**config.mk**
```make
export PLATFORM = sky130hd
export DESIGN_NAME = spiral_ctrl
export DESIGN_NICKNAME = d
export VERILOG_FILES = /design/src/sv/spiral_pkg.sv /design/src/sv/spiral_ctrl.sv
export SDC_FILE = /design/constraint.sdc
export NUM_CORES = 1
export LEC_CHECK = 0
export BUFFER_PORTS_ARGS = -buffer_cell sky130_fd_sc_hd__buf_2
export CORE_AREA = 2 2 39 41
export CTS_BUF_LIST = sky130_fd_sc_hd__clkbuf_4 sky130_fd_sc_hd__clkbuf_8
export DETAILED_ROUTE_END_ITERATION = 12
export DIE_AREA = 0 0 41 43
export PLACE_DENSITY_LB_ADDON = 0.08
export SLEW_MARGIN = 5
export SYNTH_ARGS = -nofsm -noshare
export SYNTH_HDL_FRONTEND = slang
export SYNTH_SLANG_ARGS = --single-unit
```
**constraint.sdc**
```tcl
create_clock -name clk -period 2.6 [get_ports clk]
set_clock_uncertainty 0.2 [all_clocks]
set_input_delay 0.52 -clock clk [delete_from_list [all_inputs] [get_ports clk]]
set_output_delay 0.52 -clock clk [all_outputs]
set_load 0.005 [all_outputs]
```
**src/sv/spiral_pkg.sv**
```systemverilog
package spiral_pkg;

  localparam int MAX_ROWS_DEF     = 32;
  localparam int MAX_COLS_DEF     = 32;
  localparam int ELEMENT_BITS_DEF = 32;

  localparam int ELEM_W     = 32;
  localparam int IDX_W      = 5;
  localparam int COUNT_W    = 6;
  localparam int TOT_W      = 2 * COUNT_W;
  localparam int CFG_IDX_W  = 8;
  localparam int CFG_DATA_W = 32;

  localparam logic CMD_LOAD = 1'b0;
  localparam logic CMD_READ = 1'b1;

  localparam logic [CFG_IDX_W-1:0] REG_ROW_COUNT = CFG_IDX_W'(0);
  localparam logic [CFG_IDX_W-1:0] REG_COL_COUNT = CFG_IDX_W'(1);

  typedef struct packed {
    logic load_en;
    logic walk_en;
    logic miss_en;
    logic capture_en;
    logic cfg_en;
  } ctl_cmd_t;

  typedef struct packed {
    logic full;
  } dp_stat_t;

endpackage

```
**src/sv/spiral_ctrl.sv**
```systemverilog
module spiral_ctrl (
  input  logic                 clk,
  input  logic                 rst_n,
  input  logic                 in_valid,
  input  logic                 in_command,
  output logic                 in_ready,
  output logic                 out_valid,
  input  logic                 out_ready,
  input  logic                 cfg_valid,
  output logic                 cfg_ready,
  input  spiral_pkg::dp_stat_t stat,
  output spiral_pkg::ctl_cmd_t cmd
);

  typedef enum logic [1:0] {
    ST_IDLE = 2'b01,
    ST_READ = 2'b10
  } state_t;

  state_t state_r, state_nxt;
  logic   out_valid_r, out_valid_nxt;
  logic   in_acc;

  assign in_ready  = (state_r == ST_IDLE) && (!out_valid_r || out_ready);
  assign cfg_ready = (state_r == ST_IDLE);
  assign out_valid = out_valid_r;
  assign in_acc    = in_valid && in_ready;

  always_comb begin
    cmd.load_en    = in_acc && (in_command == spiral_pkg::CMD_LOAD);
    cmd.walk_en    = in_acc && (in_command == spiral_pkg::CMD_READ) && stat.full;
    cmd.miss_en    = in_acc && (in_command == spiral_pkg::CMD_READ) && !stat.full;
    cmd.capture_en = (state_r == ST_READ);
    cmd.cfg_en     = cfg_valid && cfg_ready;
  end

  always_comb begin
    state_nxt = state_r;
    unique case (state_r)
      ST_IDLE: begin
        if (cmd.walk_en) begin
          state_nxt = ST_READ;
        end
      end
      ST_READ: begin
        state_nxt = ST_IDLE;
      end
      default: begin
        state_nxt = ST_IDLE;
      end
    endcase
  end

  always_comb begin
    out_valid_nxt = out_valid_r;
    if (cmd.capture_en || cmd.miss_en) begin
      out_valid_nxt = 1'b1;
    end else if (out_ready) begin
      out_valid_nxt = 1'b0;
    end
  end

  always_ff @(posedge clk) begin
    if (!rst_n) begin
      state_r     <= ST_IDLE;
      out_valid_r <= 1'b0;
    end else begin
      state_r     <= state_nxt;
      out_valid_r <= out_valid_nxt;
    end
  end

  // A spiral read only starts on a fully loaded matrix.
  a_walk_full: assert property (@(posedge clk) disable iff (!rst_n)
    cmd.walk_en |-> stat.full) else $error("spiral read started on partial matrix");

  a_read_one_cycle: assert property (@(posedge clk) disable iff (!rst_n)
    state_r == ST_READ |=> state_r == ST_IDLE) else $error("read state held too long");

  // The result register must be free when the memory data arrives.
  a_capture_free: assert property (@(posedge clk) disable iff (!rst_n)
    state_r == ST_READ |-> !out_valid_r) else $error("result overwritten");

  a_capture_after_walk: assert property (@(posedge clk) disable iff (!rst_n)
    cmd.capture_en |-> $past(cmd.walk_en)) else $error("capture without memory read");

endmodule

```
==> results of run 1 <==
-- report_power, final --
| part | switching (mW) | internal [mW] | total (mW) | leakage, nW |
|---|---|---|---|---|
| logic | 0.0110 | 0.0126 | 0.0236 | 0.102 |
| registers | 0.000792 | 0.0478 | 0.0486 | 0.0244 |
| clock network | 0.0236 | 0.0679 | 0.0915 | 0.0184 |
| total | 0.0354 | 0.128 | 0.164 | 0.145 |
-- synthesized netlist by cell type (all sizes together) --
master,n,area share (%)
nor2,1,2.1
nor4b,1,5.0
o31a,1,5.0
inv,1,2.1
nor2b,1,7.8
and3,1,3.5
nor3,2,15
nand3b,1,4.3
and2b,1,4.3
and2,1,3.5
nand3,2,5.7
nand2b,1,7.8
dfxtp,3,34
-- worst max-delay path, stage by stage --
cell     delay [ns]
buf_2          0.10
nor2b_4        0.05
nor4b_1        0.26
buf_2          0.16
-- state kept, by name, indices dropped and copies added (netlist names) --
| name | count |
|---|---|
| state_r | 2 |
| out_valid | 1 |
-- routing by layer --
layer,vias up,global-route usage [%],routed length (um)
met4,0,6.000,0
met1,80,6.452,170
li1,98,-,-
met5,-,0,0
met2,8,8.438,224
met3,0,3.665,45
-- per-stage QoR --
step	std cells	total power, mW	setup WS [ns]	instance area (um2)
after floorplan	17	0.06074	0.9938	176.4
final	51	0.1637	0.7827	296.5
after CTS	51	0.1680	0.7540	296.5
after global routing	51	0.1736	0.7298	296.5
after global placement	47	0.07341	0.7975	266.5
after detailed placement	47	0.07358	0.7648	266.5
-- how the worst min path moves through the flow --
stage / from / cells after the start / slack, ns / endpoint
2_1_floorplan: state_r[0]$_SDFFE_PN1P_ / 3 / 0.36 / state_r[0]$_SDFFE_PN1P_
3_3_place_gp: state_r[0]$_SDFFE_PN1P_ / 3 / 0.39 / state_r[0]$_SDFFE_PN1P_
3_5_place_dp: state_r[1]$_SDFFE_PN0P_ / 2 / 0.39 / out_valid$_SDFFE_PN0P_
4_1_cts: rst_n / 2 / 0.30 / state_r[0]$_SDFFE_PN1P_
5_1_grt: rst_n / 2 / 0.30 / state_r[0]$_SDFFE_PN1P_
6_report: rst_n / 2 / 0.30 / state_r[0]$_SDFFE_PN1P_
-- final cells by class --
class / count / area, um2
Sequential cell: 3 / 60.06
Timing Repair Buffer: 14 / 70.07
Clock buffer: 4 / 30.03
Tap cell: 16 / 20.02
Fill cell: 154 / 1087
Inverter: 1 / 3.754
Multi-Input combinational cell: 13 / 112.6
-- cells by family (layout without fill, tap and decap cells) --
kind of cell,after synthesis,after routing,synth area share (%)
compound gates,1,1,4.965
flops,3,3,34.04
buf+inv,1,19,2.126
simple gates,12,12,58.87
==> results.cfg, run 1 <==
[outcome]
result_of_the_run = completed

[global_route]
globalRouteOverflowTotal = 0
antenna_violations_before_repair = 0
grt_start_max_net_pins = 6
gr_util_all_layers_pct = 6.332
grt_first_pass_wirelength_um = 703
grt_pass1_vias = 191

[yosys]
synthDistinctLibCells = 14
syn-mean-instance-area_um2 = 10.38
synthesis.instances = 17
synth.net_count = 24
ys_seq_elements = 3
number_of_warnings_printed_during_yosys_synthesis = 0
synthesis.area_um2 = 176.4
yosysSeqAreaShare_pct = 34.04

[sta]
timing.max_slew.rel_slack_pct = 84.65
rsz0062_at_grt = false
setup-tns-final_ns = 0
layout_min_cycle_time_ns = 1.817
setup-violations-final = 0
timing_worst_slew_pin_value_ns = 0.2270
final_hold_viol_count = 0
final.period_utilization_pct = 69.90
final-max-slew-violation-count = 0
hold_ws_ns = 0.3020
max_freq_mhz = 550.3

[finish]
leading_cell_type_in_the_layout_fill_and_taps_excluded = buf_2
layout.cells.most_common_list = buf_2 (14), clkbuf_4 (4), dfxtp_1 (3), nand3_1 (2)
n_antenna_cell = 0
final_nets = 43
drive_above_1_share_pct = 65.71
flow.area_growth_from_synthesis_pct = 68.09
finalCoreUtilization_pct = 21.43

[setup_path]
worst_setup_path_start_kind = input port
worst_r2r_endpoint = out_valid$_SDFFE_PN0P_
setup.worst_path.class = input port to output pin
regToRegSetupSlack_ns = 1.41
cp-endpoint = cmd[4]
timing.critical_path.from = out_ready
cp.arrival_ns = 1.10
critical_path.reg2reg.startpoint = out_valid$_SDFFE_PN0P_
crit_path_end_kind = output pin
cp_data_required_time_ns = 1.88
ff2ff_path_depth = 3
cp_max_fo = 5

[cts]
tritoncts = built
tritoncts_num_sinks = 3
cts_root_buf = clkbuf_4
post_cts_clock_slew_at_the_launch_and_capture_registers_of_the_worst_setup_and_hold_paths_ns = 0.03
cts_resized = 0
ctsLongestPathBuffers = 2
cts-hold-fix-buffers = 0
htreeDepth = 1
cts_buffers = 3
cts_setup_buffers = 0
worst_skew_pair.late_latency_ns = 0.23

[floorplanning]
initial_core_util_pct = 12.75
die_w_um = 41
dieHeight_um = 43
die_outline_area_mm2 = 0.001763
ios = 15
placementRows = 14
core_mm2 = 0.001384

[placement]
hpwlAfterDp_um = 390.6
finalWeightedCongestion = 0.6366
portBuffers = 14

[power_and_ir_drop]
p_leak_nw = 0.1450
worst_case_vdd_ir_drop_mv = 0.1707
power.density_cell_area_mw_per_mm2 = 552.0

[drt]
wl_per_cell_um = 8.608
totalWireLength_um = 439
detail_route.iter0.violations = 2
drc = 0
num_vias = 186
detailedRoute.firstPassIterationCount = 2
postRouteAntennaNets = 0
avgViaCountPerCell = 3.647

[hold_path]
worst_hold_path_type = input port to flop

[job]
drv_cap = 0
Note: power is estimated with default switching activity, not from simulation.
==> run 2: changes to the inputs <==
- clock period: 2.6 -> 1.52 ns (I/O delays scaled with it)
==> run 2 against run 1 <==
The flow now finishes with violations (setup timing). Combinational power grew 100%. Non-clock buffer count grew 2. Via count rose by 7.0%. Power increased by 74%. Sequential share of layout area shrank 1.1 points. Largest power group unchanged. Critical path depth decreased by 1. First-iteration DRC count decreased by 100%. Highest routed layer unchanged.
==> results.cfg, run 2 (synthesized netlist as in run 1, its figures left out) <==
[outcome]
result_of_the_run = complete, but fails checks
violated_checks = setup timing

[drt]
drc = 0
detail_route.iter0.violations = 0
totalWireLength_um = 439
num_vias = 199
postRouteAntennaNets = 0
wl_per_cell_um = 8.283
detailedRoute.firstPassIterationCount = 1
avgViaCountPerCell = 3.755

[cts]
cts_buffers = 3
cts-hold-fix-buffers = 0
tritoncts_num_sinks = 3
ctsLongestPathBuffers = 2
worst_skew_pair.late_latency_ns = 0.23
post_cts_clock_slew_at_the_launch_and_capture_registers_of_the_worst_setup_and_hold_paths_ns = 0.04
tritoncts = built
htreeDepth = 1
cts_root_buf = clkbuf_4

[sta]
post_layout_worst_setup_margin_ns = -0.05653
max_freq_mhz = 634.3
setup-violations-final = 3
final_hold_viol_count = 0
final.period_utilization_pct = 103.7
timing_worst_slew_pin_value_ns = 0.2154
setup-tns-final_ns = -0.08877
timing.max_slew.rel_slack_pct = 85.61
final-max-slew-violation-count = 0
rsz0062_at_grt = true
layout_min_cycle_time_ns = 1.577

[hold_path]
worstHoldPathCells = 2
hold_path.startpoint = rst_n
whs_endpoint = state_r[0]$_SDFFE_PN1P_
worst_hold_path_type = input port to flop

[floorplanning]
dieHeight_um = 43
core_mm2 = 0.001384
ios = 15
die_outline_area_mm2 = 0.001763
die_w_um = 41
placementRows = 14
initial_core_util_pct = 12.75

[setup_path]
critical_path.reg2reg.startpoint = out_valid$_SDFFE_PN0P_
cp_data_required_time_ns = 1.02
worst_r2r_endpoint = out_valid$_SDFFE_PN0P_
cp.arrival_ns = 1.07
cp_max_fo = 5
worst_setup_path_start_kind = flop
ff2ff_path_depth = 4
crit_path_end_kind = output pin
setup.worst_path.class = flop to output pin
regToRegSetupSlack_ns = 0.20

[finish]
layoutNonFillerInstCount = 53
largest_register_ffs = 2
n_antenna_cell = 0
layout.cells.most_common_list = buf_2 (14), clkbuf_4 (4)
drive_above_1_share_pct = 75.68
final_nets = 45
flow.area_growth_from_synthesis_pct = 85.11
multi_input_comb_area_um2 = 125.1
leading_cell_type_in_the_layout_fill_and_taps_excluded = buf_2
largest_register = state_r
finalCoreUtilization_pct = 23.60
regArea_um2 = 62.56
nFillCells = 160

[job]
drv_cap = 0

[placement]
finalWeightedCongestion = 0.6209
portBuffers = 14
placement.setup.worst_slack_ns = 0.1157
hpwlAfterDp_um = 380.5
post-place-cells = 47

[power_and_ir_drop]
cell_internal_pwr_uw = 224.5
p_leak_nw = 0.1552
power.density_cell_area_mw_per_mm2 = 873.7
power.share.sequential_pct = 29.3
power.share.switching_pct = 21.31
worst_case_vdd_ir_drop_mv = 0.1965
p_sw_uw = 60.81
pwr-share-comb_pct = 16.6
clkPwrFrac_pct = 54.1

[global_route]
globalRouteOverflowTotal = 0
grt_start_max_net_pins = 6
grt_first_pass_wirelength_um = 676
antenna_violations_before_repair = 0
gr_util_all_layers_pct = 6.237
grt_pass1_vias = 191
-- run 2: changes by cell type in the layout (fill, tap and decap cells not counted), sizes merged --
cell / previous run / this run
buf: 14 / 16
-- run 2: how the worst max path moves through the flow --
| stage | from | end | cells past startpoint |
|---|---|---|---|
| floorplan | out_valid$_SDFFE_PN0P_ | cmd[4] | 2 |
| global placement | out_ready | cmd[4] | 4 |
| detailed placement | out_ready | cmd[4] | 4 |
| CTS | state_r[1]$_SDFFE_PN0P_ | cmd[4] | 3 |
| global route | state_r[1]$_SDFFE_PN0P_ | cmd[4] | 3 |
| finish | state_r[1]$_SDFFE_PN0P_ | cmd[4] | 3 |
-- run 2: what timing repair did --
action | in CTS | in global routing
endpoints found under the setup margin | 4 | 5
gates resized for setup | 1 | 3
buffers inserted | 0 | 2
pin swaps | 1 | 3
-- run 2: per-layer routing --
| layer | track usage [%] | share of wire [%] | vias up |
|---|---|---|---|
| li1 | - | - | 99 |
| met1 | 6.149 | 41 | 92 |
| met2 | 8.750 | 51 | 8 |
| met3 | 3.141 | 8.0 | 0 |
| met4 | 6.000 | 0 | 0 |
| met5 | 0 | 0 | - |
-- run 2: final cells by class --
cell class                      instances  share of cell area (%)
Multi-Input combinational cell         13                   38.31
Inverter                                1                   1.149
Sequential cell                         3                   19.16
Clock buffer                            4                   9.195
Timing Repair Buffer                   16                   26.05
Tap cell                               16                   6.130
-- run 2: critical path, cell delays in order, from the launching register on --
cell	delay, ns
dfxtp_2	0.31
nand2b_4	0.17
nor4b_2	0.21
buf_2	0.15
-- run 2: per-stage QoR --
step / total power [mW] / cell area (um2) / hold slack [ns]
2_1_floorplan: 0.1039 / 176.4 / 0.1758
3_3_place_gp: 0.1257 / 266.5 / 0.3319
3_5_place_dp: 0.1258 / 266.5 / 0.3225
4_1_cts: 0.2865 / 302.8 / 0.08526
5_1_grt: 0.3026 / 326.6 / 0.08589
6_report: 0.2853 / 326.6 / 0.08464
-- run 2: power groups by stage --
stage          clock [mW]  sequential (mW)  combinational, mW
4_1_cts             0.160           0.0833             0.0433
6_report            0.154           0.0836             0.0474
5_1_grt             0.167           0.0837             0.0524
2_1_floorplan           0           0.0844             0.0195
3_3_place_gp            0           0.0844             0.0413
3_5_place_dp            0           0.0845             0.0412
==> run 3: changes to the inputs <==
- RECOVER_POWER: not set -> 100
==> run 3 against run 2 <==
The flow still finishes with violations (setup timing). Flip-flop and latch count did not move. Power barely moved. First-iteration DRC count stayed put. Setup slack is the same. Worst hold slack unchanged. Utilization fell by 0.090 points. Final area decreased by 0.38%. Sequential power hardly changed. Clock-buffer cell count did not move.
==> results.cfg, run 3 (synthesized netlist as in run 1, its figures left out) <==
[finish]
finalCoreUtilization_pct = 23.51
layout.cells.most_common_list = buf_2 (13), clkbuf_4 (4)
largest_register = state_r
leading_cell_type_in_the_layout_fill_and_taps_excluded = buf_2
drive_above_1_share_pct = 72.97
largest_register_ffs = 2
nFillCells = 161
flow.area_growth_from_synthesis_pct = 84.40
n_antenna_cell = 0
final_nets = 45
layoutNonFillerInstCount = 53

[setup_path]
cp_data_required_time_ns = 1.02
worst_setup_path_start_kind = flop
cp_max_fo = 5
path_depth = 3
crit_path_end_kind = output pin
ff2ff_path_depth = 4
setup.worst_path.class = flop to output pin
path_delay_family = simple AND/OR/NAND/NOR gates
maximum_single_stage_delay_on_the_critical_path_ns = 0.31
cp_slowest_cell = dfxtp_2
crit_path_cell_trace = nand2b_4 > nor4b_2 > buf_2
critical_path.n_buffers_inverters = 1
cp.arrival_ns = 1.07

[hold_path]
worst_hold_path_type = input port to flop
worstHoldPathCells = 2

[floorplanning]
initial_core_util_pct = 12.75
dieHeight_um = 43
core_mm2 = 0.001384
die_w_um = 41
die_outline_area_mm2 = 0.001763
placementRows = 14
ios = 15

[sta]
final_hold_viol_count = 0
setup-violations-final = 3
setup-tns-final_ns = -0.08877
timing_worst_slew_pin_value_ns = 0.2154
timing.max_slew.rel_slack_pct = 85.61
final-max-slew-violation-count = 0
post_layout_worst_setup_margin_ns = -0.05653
final.period_utilization_pct = 103.7
rsz0062_at_grt = true
layout_min_cycle_time_ns = 1.577
max_freq_mhz = 634.3

[global_route]
grt_first_pass_wirelength_um = 676
grt_start_max_net_pins = 6
antenna_violations_before_repair = 0
gr_util_all_layers_pct = 6.237
grt_pass1_vias = 191
globalRouteOverflowTotal = 0

[power_and_ir_drop]
power.density_cell_area_mw_per_mm2 = 876.4
post-layout-total-power_uw = 285.1
p_leak_nw = 0.1510
worst_case_vdd_ir_drop_mv = 0.1965
pwr-share-comb_pct = 16.5
p_sw_uw = 60.86
power.share.switching_pct = 21.35
clkPwrFrac_pct = 54.1
power.share.sequential_pct = 29.3
cell_internal_pwr_uw = 224.2

[cts]
htreeDepth = 1
cts_root_buf = clkbuf_4
tritoncts = built
worst_skew_pair.late_latency_ns = 0.23
cts_buffers = 3
post_cts_clock_slew_at_the_launch_and_capture_registers_of_the_worst_setup_and_hold_paths_ns = 0.04
tritoncts_num_sinks = 3
cts-hold-fix-buffers = 0
ctsLongestPathBuffers = 2

[outcome]
result_of_the_run = complete, but fails checks
violated_checks = setup timing

[drt]
detail_route.iter0.violations = 0
detailedRoute.firstPassIterationCount = 1
wl_per_cell_um = 8.321
num_vias = 199
avgViaCountPerCell = 3.755
drc = 0
totalWireLength_um = 441
postRouteAntennaNets = 0

[job]
drv_cap = 0

[placement]
hpwlAfterDp_um = 380.5
finalWeightedCongestion = 0.6209
post-place-cells = 47
portBuffers = 14
==> run 3: final cells by class <==
class	count	area, um2	share of cell area [%]
timing repair buffer	16	83.83	25.77
clock buffer	4	30.03	9.231
tap	16	20.02	6.154
sequential	3	62.56	19.23
inverter	1	3.754	1.154
multi-input combinational	13	125.1	38.46
==> run 3: power groups by stage <==
stage / combinational [mW] / clock [mW] / sequential [mW]
4_1_cts: 0.0433 / 0.160 / 0.0833
6_report: 0.0472 / 0.154 / 0.0836
3_5_place_dp: 0.0412 / 0 / 0.0845
2_1_floorplan: 0.0195 / 0 / 0.0844
3_3_place_gp: 0.0413 / 0 / 0.0844
5_1_grt: 0.0521 / 0.167 / 0.0838
==> run 3: timing repair <==
action / 4_1_cts / 5_1_grt
setup endpoints to repair: 4 / 5
setup buffers: 0 / 2
pin swaps: 1 / 3
gates resized for setup: 1 / 3
==> run 3: routing by layer <==
| layer | vias up | wire (um) | track usage [%] |
|---|---|---|---|
| li1 | 99 | - | - |
| met1 | 92 | 181 | 6.149 |
| met2 | 8 | 223 | 8.750 |
| met3 | 0 | 36 | 3.141 |
| met4 | 0 | 0 | 6.000 |
| met5 | - | 0 | 0 |
==> run 3: per-stage QoR <==
stage	cell area, um2	hold slack (ns)	worst slack (ns)
after floorplan	176.4	0.1758	0.2441
after global placement	266.5	0.3319	0.1514
after detailed placement	266.5	0.3225	0.1157
after CTS	302.8	0.08526	-0.06042
after global routing	325.3	0.08589	-0.08930
final	325.3	0.08464	-0.05653
==> run 3: worst reg2reg max path: stages (launching register included) <==
cell and delay, ns:
dfxtp_2 0.32, nor2b_4 0.24, nor3_4 0.07, buf_4 0.13
o31a_1 0.26
==> run 3: final timing paths <==
kind / from / end / slack, ns
max: state_r[1]$_SDFFE_PN0P_ / cmd[4] / -0.06
max reg2reg: out_valid$_SDFFE_PN0P_ / out_valid$_SDFFE_PN0P_ / 0.20
min: rst_n / state_r[0]$_SDFFE_PN1P_ / 0.08
min reg2reg: state_r[1]$_SDFFE_PN0P_ / out_valid$_SDFFE_PN0P_ / 0.39
